$ cat src/design/sequence_match_ranker_top_defines.svh
`ifndef SEQUENCE_MATCH_RANKER_TOP_DEFINES_SVH
`define SEQUENCE_MATCH_RANKER_TOP_DEFINES_SVH

// Property that must hold at every clock edge out of reset.
`define SMR_ASSERT_ALWAYS(lbl, expr, msg) \
    lbl: assert property (@(posedge clk) disable iff (!rst_n) (expr)) else $error(msg);

// Property whose consequence must hold in the cycle after the trigger.
`define SMR_ASSERT_NEXT(lbl, ante, cons, msg) \
    lbl: assert property (@(posedge clk) disable iff (!rst_n) (ante) |=> (cons)) \
        else $error(msg);

`endif

$ cat src/design/smr_pkg.sv
package smr_pkg;

    localparam logic [1:0] MODE_NEW  = 2'd0;
    localparam logic [1:0] MODE_SYM  = 2'd1;
    localparam logic [1:0] MODE_RUN  = 2'd2;

    // register select on paddr[2]
    localparam logic REG_SEQ_LENGTH      = 1'b0;
    localparam logic REG_REFERENCE_INDEX = 1'b1;

    localparam logic [4:0] SEQ_LENGTH_RESET = 5'd20;
    localparam logic [4:0] REF_INDEX_RESET  = 5'd1;

    typedef struct packed {
        logic [1:0]  mode;
        logic [15:0] name_head;
        logic [63:0] name_tail;
        logic [7:0]  symbol;
    } in_t;

    typedef struct packed {
        logic [15:0] out_name_head;
        logic [63:0] out_name_tail;
        logic [4:0]  match_count;
        logic        is_reference;
        logic        last;
    } out_t;

    typedef enum logic [3:0] {
        S_IDLE,
        S_CLEAR,
        S_REF_RD,
        S_REF_LATCH,
        S_CNT_RD,
        S_CNT_ACC,
        S_SEL_RD,
        S_SEL_CMP,
        S_SEL_END
    } state_t;

    typedef struct packed {
        logic new_rec;
        logic full_rec;
        logic add_sym;
        logic clr_step;
        logic run_init;
        logic ref_rd;
        logic ref_latch;
        logic cnt_rd;
        logic cnt_acc;
        logic sel_init;
        logic sel_cmp;
        logic sel_end;
    } cmd_t;

    typedef struct packed {
        logic room;
        logic run_ok;
        logic clr_done;
        logic pos_end;
        logic cnt_last;
        logic sel_last;
        logic found;
    } sts_t;

endpackage

$ cat src/design/smr_ctrl.sv
`include "sequence_match_ranker_top_defines.svh"

module smr_ctrl
    import smr_pkg::*;
(
    input  logic       clk,
    input  logic       rst_n,
    input  logic       start,
    input  logic [1:0] mode,
    input  sts_t       sts,
    output cmd_t       cmd,
    output logic       busy
);

    state_t state_reg;
    state_t state_next;
    logic   accept;

    assign accept = start && (state_reg == S_IDLE);
    assign busy   = (state_reg != S_IDLE);

    always_ff @(posedge clk or negedge rst_n)
    begin
        if (!rst_n)
        begin
            state_reg <= S_IDLE;
        end
        else
        begin
            state_reg <= state_next;
        end
    end

    always_comb
    begin
        state_next = state_reg;
        case (state_reg)
            S_IDLE:
            begin
                if (accept && mode == MODE_NEW && sts.room)
                begin
                    state_next = S_CLEAR;
                end
                else if (accept && mode == MODE_RUN && sts.run_ok)
                begin
                    state_next = S_REF_RD;
                end
            end
            S_CLEAR:
            begin
                if (sts.clr_done)
                begin
                    state_next = S_IDLE;
                end
            end
            S_REF_RD:    state_next = S_REF_LATCH;
            S_REF_LATCH: state_next = S_CNT_RD;
            S_CNT_RD:
            begin
                if (!sts.pos_end)
                begin
                    state_next = S_CNT_ACC;
                end
                else if (sts.cnt_last)
                begin
                    state_next = S_SEL_RD;
                end
            end
            S_CNT_ACC:   state_next = S_CNT_RD;
            S_SEL_RD:    state_next = S_SEL_CMP;
            S_SEL_CMP:
            begin
                if (sts.sel_last)
                begin
                    state_next = S_SEL_END;
                end
                else
                begin
                    state_next = S_SEL_RD;
                end
            end
            S_SEL_END:
            begin
                if (sts.found)
                begin
                    state_next = S_SEL_RD;
                end
                else
                begin
                    state_next = S_IDLE;
                end
            end
            default:     state_next = S_IDLE;
        endcase
    end

    always_comb
    begin
        cmd = '0;
        case (state_reg)
            S_IDLE:
            begin
                cmd.new_rec  = accept && mode == MODE_NEW && sts.room;
                cmd.full_rec = accept && mode == MODE_NEW && !sts.room;
                cmd.add_sym  = accept && mode == MODE_SYM;
                cmd.run_init = accept && mode == MODE_RUN && sts.run_ok;
            end
            S_CLEAR:     cmd.clr_step = 1'b1;
            S_REF_RD:    cmd.ref_rd = 1'b1;
            S_REF_LATCH: cmd.ref_latch = 1'b1;
            S_CNT_RD:
            begin
                cmd.cnt_rd   = 1'b1;
                cmd.sel_init = sts.pos_end && sts.cnt_last;
            end
            S_CNT_ACC:   cmd.cnt_acc = 1'b1;
            S_SEL_CMP:   cmd.sel_cmp = 1'b1;
            S_SEL_END:   cmd.sel_end = 1'b1;
            default:     cmd = '0;
        endcase
    end

    `SMR_ASSERT_NEXT(a_bad_ref_stays_idle,
        accept && mode == MODE_RUN && !sts.run_ok, state_reg == S_IDLE,
        "rejected run left idle")
    `SMR_ASSERT_NEXT(a_clear_returns_idle,
        state_reg == S_CLEAR && sts.clr_done, state_reg == S_IDLE,
        "row clear did not finish")
    `SMR_ASSERT_NEXT(a_run_ends_idle,
        state_reg == S_SEL_END && !sts.found, state_reg == S_IDLE,
        "run did not end after last selection")

endmodule

$ cat config.mk
export PLATFORM = sky130hd
export DESIGN_NAME = smr_ctrl
export DESIGN_NICKNAME = d
export VERILOG_FILES = /design/src/design/smr_pkg.sv /design/src/design/smr_ctrl.sv
export VERILOG_INCLUDE_DIRS = /design/src /design/src/design
export SDC_FILE = /design/constraint.sdc
export NUM_CORES = 1
export LEC_CHECK = 0
export ABC_AREA = 1
export BUFFER_PORTS_ARGS = -buffer_cell sky130_fd_sc_hd__buf_2
export CAP_MARGIN = 5
export CORE_AREA = 2 2 39 41
export CTS_BUF_LIST = sky130_fd_sc_hd__clkbuf_8 sky130_fd_sc_hd__clkbuf_16
export DETAILED_ROUTE_END_ITERATION = 10
export DIE_AREA = 0 0 41 43
export SETUP_SLACK_MARGIN = 0.3
export SYNTH_ARGS = -nofsm -noshare
export SYNTH_HDL_FRONTEND = slang
export SYNTH_SLANG_ARGS = --single-unit
$ cat constraint.sdc
create_clock -name clk -period 1.2 [get_ports clk]
set_input_delay 0.24 -clock clk [delete_from_list [all_inputs] [get_ports clk]]
set_output_delay 0.24 -clock clk [all_outputs]
set_load 0.05 [all_outputs]
# --- Yosys cells after proc, flatten, opt, wreduce, memory -nomap -nowiden ---
# Cells that the tools add are included.
classes:
  muxes: 18
  n_reduce_logical: 14
  n_eq_ne: 13
ops:
  columns: ["cell", "count"]
  rows:
  - ["$pmux W4 S8", 1]
  - ["$mux W4", 6]
  - ["$eq A4 B3 Y1 const B", 4]
  - ["$mux W1", 9]
  - ["$eq A4 B2 Y1 const B", 2]
  - ["$logic_and A1 B1 Y1", 8]
  - ["$mux W3", 2]
  - ["$eq A4 B1 Y1 const B", 1]
  - ["$eq A4 B4 Y1 const B", 1]
  - ["$logic_not A4 Y1", 1]
  - ["$reduce_bool A4 Y1", 1]
  - ["$ne A3 B1 Y1 const B", 1]
  - ["$ne A3 B3 Y1 const B", 1]
  - ["$reduce_and A3 Y1", 1]
  - ["$eq A2 B1 Y1 const B", 1]
  - ["$eq A2 B2 Y1 const B", 1]
  - ["$logic_not A2 Y1", 1]
  - ["$ne A2 B2 Y1 const B", 1]
  - ["$reduce_or A2 Y1", 1]
  - ["$logic_not A1 Y1", 1]
word_totals:
  register_bits: 4
  output_inout_bits: 13

# --- Longest topological paths before layout ---
logic_depth:
  word_depth: 7
  ltp_mapped: 8

# --- Least setup slack after synthesis ---
# Ideal clock, no wire load.
synth_timing:
  kind: "register -> output"
  from: "register state_reg[1]"
  to: "output port cmd[10] (netlist name)"
  path_slack_ps: -1439
  t_required_ps: 960
  path_buffers: 0
  t_arrival_ps: 2399
  path_stages_with_launch: 6
  cell_sequence: "dfrtp_1 -> nor2_4 -> nand2_4 -> inv_2 -> nand2_1 -> nor4_1"
synth_lines:
  columns: ["element", "line_no", "text"]
  rows:
  - ["from (decl)", "smr_ctrl.sv:15", "state_t state_reg;"]
  - ["from (signal assigned)", "smr_ctrl.sv:30", "state_reg <= state_next;"]
  - ["to (decl)", "smr_ctrl.sv:11", "output cmd_t cmd,"]

==> metrics.log <==
INFO  metric status = complete, but fails checks
INFO  metric violations = negative setup slack
INFO  metric cts_max_level = 1
INFO  metric crit_path_top_delay_cell = sky130_fd_sc_hd__dfrtp_2
INFO  metric clock_transition_at_path_regs = 30 ps
INFO  metric synth_area_leader_cell = sky130_fd_sc_hd__dfrtp_1
INFO  metric fp.dieArea = 0.001763 mm^2
INFO  metric clock_insertion_delay_worst_skew = 220 ps
INFO  metric yosysWarnings = 0
INFO  metric share_comb_of_total_power = 80.2%
INFO  metric ys_seq_elements = 4
INFO  metric grt_max_degree = 6
INFO  metric cts_inserted_buffers = 3
INFO  metric final.period_utilization = 134.4%
INFO  metric core-area = 0.001384 mm^2
INFO  metric setup_repair_after_global_routing_missed_its_margin = yes
INFO  metric post_detailed_route_count_of_antenna_violating_nets = 0
INFO  metric die_width = 41 um
INFO  metric drtPass1Iterations = 3
INFO  metric grt_pass1_wl = 2097 um
INFO  metric critical_path.most_common_cell = sky130_fd_sc_hd__nand2_4
INFO  metric syn_avg_cell_area = 6.605 um^2
INFO  metric area_of_combinational_cells_with_multiple_inputs = 380.4 um^2
INFO  metric worst-endpoint-required = 960 ps
INFO  metric share_of_synthesized_area_occupied_by_flip_flops_and_latches = 24.84%
INFO  metric crit_path_max_incr_delay = 430 ps
INFO  metric max-slew-margin-rel = 82.99%
INFO  metric final-setup-viol-count = 16
INFO  metric vias = 599
INFO  metric path_cells = nor2_4 -> nand2_4 -> inv_4 -> nand2_4 -> nor4_4 -> buf_6
INFO  metric finalClockSkew = 6.142 ps
INFO  metric ioPinCount = 25
INFO  metric netlist_instances = 61
INFO  metric vertical_extent_of_the_die = 43 um
INFO  metric max_ffs_per_register = 4
INFO  metric cts-root-buf = sky130_fd_sc_hd__clkbuf_8
INFO  metric clock_path_buffers = 2
INFO  metric leakage_power_of_the_design = 0.5254 nW
INFO  metric power_share_of_the_clock_group = 10.3%
INFO  metric number_of_antenna_violations_at_the_first_check_in_global_routing = 0
INFO  metric hold_path_class = input pin to flip-flop
INFO  metric tritoncts = built
INFO  metric area.sequential = 103.9 um^2
INFO  metric achievable-frequency = 619.9 MHz
INFO  metric post_drt_wl_per_cell = 11.17 um
INFO  metric routed_wl = 1474 um
INFO  metric dpl.cell_count = 118
INFO  metric global_placement_routability_congestion = 0.7527
INFO  metric count_of_port_buffers_added_during_placement = 24
INFO  metric period_minus_slack = 1613 ps
INFO  metric actual_slew_at_the_worst_max_slew_pin = 254.2 ps
INFO  metric timing.critical_path.max_delay_family = simple AND/OR/NAND/NOR gates
INFO  metric final-instance-count-excl-fill = 132
INFO  metric layout.cells.most_common_list = sky130_fd_sc_hd__buf_4 (18), sky130_fd_sc_hd__buf_6 (15), sky130_fd_sc_hd__buf_2 (11)
INFO  metric gr-usage-all-layers = 17.24%
INFO  metric final.fill_count = 90
INFO  metric clock_sink_count = 4
INFO  metric finalHoldViolations = 0
INFO  metric mappedNetlistArea = 402.9 um^2
INFO  metric max_cap_viol_count = 0
INFO  metric final_util = 79.29%
INFO  metric synthToLayoutAreaGrowth = 172.4%
INFO  metric worstPathMaxFanout = 3
INFO  metric grt-ovfl-total = 0
INFO  metric ir_worst_vdd = 0.001587 V
INFO  metric nNetsFinal = 129
INFO  metric end_kind = output pin
INFO  metric detail_route.iter0.violations = 9
INFO  metric p_switching = 1.379 mW
INFO  metric netlist.area_leader.share = 24.84%
INFO  metric via_count_of_the_first_global_routing_pass = 522
INFO  metric path_class = flip-flop to output pin
INFO  metric floorplan.rows = 14
INFO  metric dp_hpwl = 992.3 um
INFO  metric inserted_diodes = 0
INFO  metric cellInternalPower = 1.397 mW
INFO  metric start_kind = flip-flop
INFO  metric per_cell_via_count_in_the_routed_design = 4.538
INFO  metric slew_violations = 0
INFO  metric finalSetupTns = -4488 ps
INFO  metric final_common_cell = sky130_fd_sc_hd__buf_4
INFO  metric drive_above_1_share = 75.00%
INFO  metric synth.net_count = 73
INFO  metric switching_share = 49.67%
INFO  metric post_synth_main_area_contributors = sky130_fd_sc_hd__dfrtp_1 (25%), sky130_fd_sc_hd__inv_1 (11%), sky130_fd_sc_hd__nand2_1 (9.3%)
INFO  metric crit_arrival = 1370 ps
INFO  metric worst-path-buf-inv = 2
INFO  metric pwr_density_cell = 2529 mW/mm^2
INFO  metric drc = 0
INFO  metric seq_power_share = 9.5%
INFO  metric initial_utilization = 29.11%
INFO  metric setup_ws = -413.2 ps
INFO  metric synth.distinct_cells = 18
-- power groups by stage --
| stage | Clock (mW) | Combinational (mW) | Sequential [mW] |
|---|---|---|---|
| after floorplan | 0 | 1.07 | 0.279 |
| after global placement | 0 | 1.56 | 0.255 |
| after detailed placement | 0 | 1.57 | 0.257 |
| after CTS | 0.295 | 2.06 | 0.261 |
| after global routing | 0.309 | 2.35 | 0.269 |
| final | 0.287 | 2.23 | 0.263 |
-- worst paths after layout --
path	slack [ps]	depth (start not counted)	endpoint	startpoint
setup / recovery	-410	6	cmd[10]	state_reg[3]$_DFFE_PN0P_
hold / removal	330	3	state_reg[3]$_DFFE_PN0P_	sts[1]
setup reg to reg	-210	10	state_reg[1]$_DFFE_PN0P_	state_reg[3]$_DFFE_PN0P_
hold reg to reg	710	3	state_reg[2]$_DFFE_PN0P_	state_reg[3]$_DFFE_PN0P_
max in group asynchronous	670	2	state_reg[3]$_DFFE_PN0P_	rst_n
min in group asynchronous	390	2	state_reg[1]$_DFFE_PN0P_	rst_n
-- metal layers --
layer / GRT usage (%) / vias to the layer above / part of all wire (%)
li1: - / 310 / -
met1: 22.48 / 270 / 41
met2: 29.06 / 17 / 55
met3: 1.571 / 2 / 3.1
met4: 4.000 / 0 / 0.95
met5: 0 / - / 0
-- area by class of cell --
cell class,count,share of cell area [%]
Sequential cell,4,9.464
Timing Repair Buffer,51,42.30
Clock buffer,3,3.763
Clock inverter,1,0.3421
Multi-Input combinational cell,41,34.66
Inverter,16,7.640
Tap cell,16,1.824
-- per-stage QoR --
step	power, mW	cell area [um^2]	setup WS (ps)	hold slack (ps)
after CTS	2.617	1040	-408.8	306.8
after global placement	1.815	774.5	-255.6	46.97
after floorplan	1.346	506.7	-547.3	-55.59
after detailed placement	1.823	774.5	-263.8	49.18
after global routing	2.926	1097	-471.5	330.9
final	2.775	1097	-413.2	334.8
-- cells in the mapped netlist (all sizes together) --
master	n
o21ai	1
nand2	12
nor3	3
o211ai	1
nor4	2
dfrtp	4
o2111ai	2
a31oi	2
nand4	2
nor2	12
nand3	4
inv	16
-- logic make-up after synthesis --
| family | count (synthesis) | synth area share, % |
|---|---|---|
| AOI/OAI and AO/OA | 6 | 10.56 |
| buffers and inverters | 16 | 14.90 |
| DFF | 4 | 24.85 |
| and+or+nand+nor | 35 | 49.69 |
-- repair_timing --
item                                    4_1_cts  5_1_grt
pin swaps                                     8        1
resized for setup                            49        4
hold buffers                                  1        0
endpoints found under the hold margin         4        0
setup buffers                                 5        4
cloned                                        0        0
endpoints found under the setup margin       17       17
-- worst min-delay path, delay by kind of cell --
family / cells / cell delay [ps]
AND/OR/NAND/NOR: 1 / 60
buffers and inverters: 2 / 200
Power figures use the tool's default switching activity.
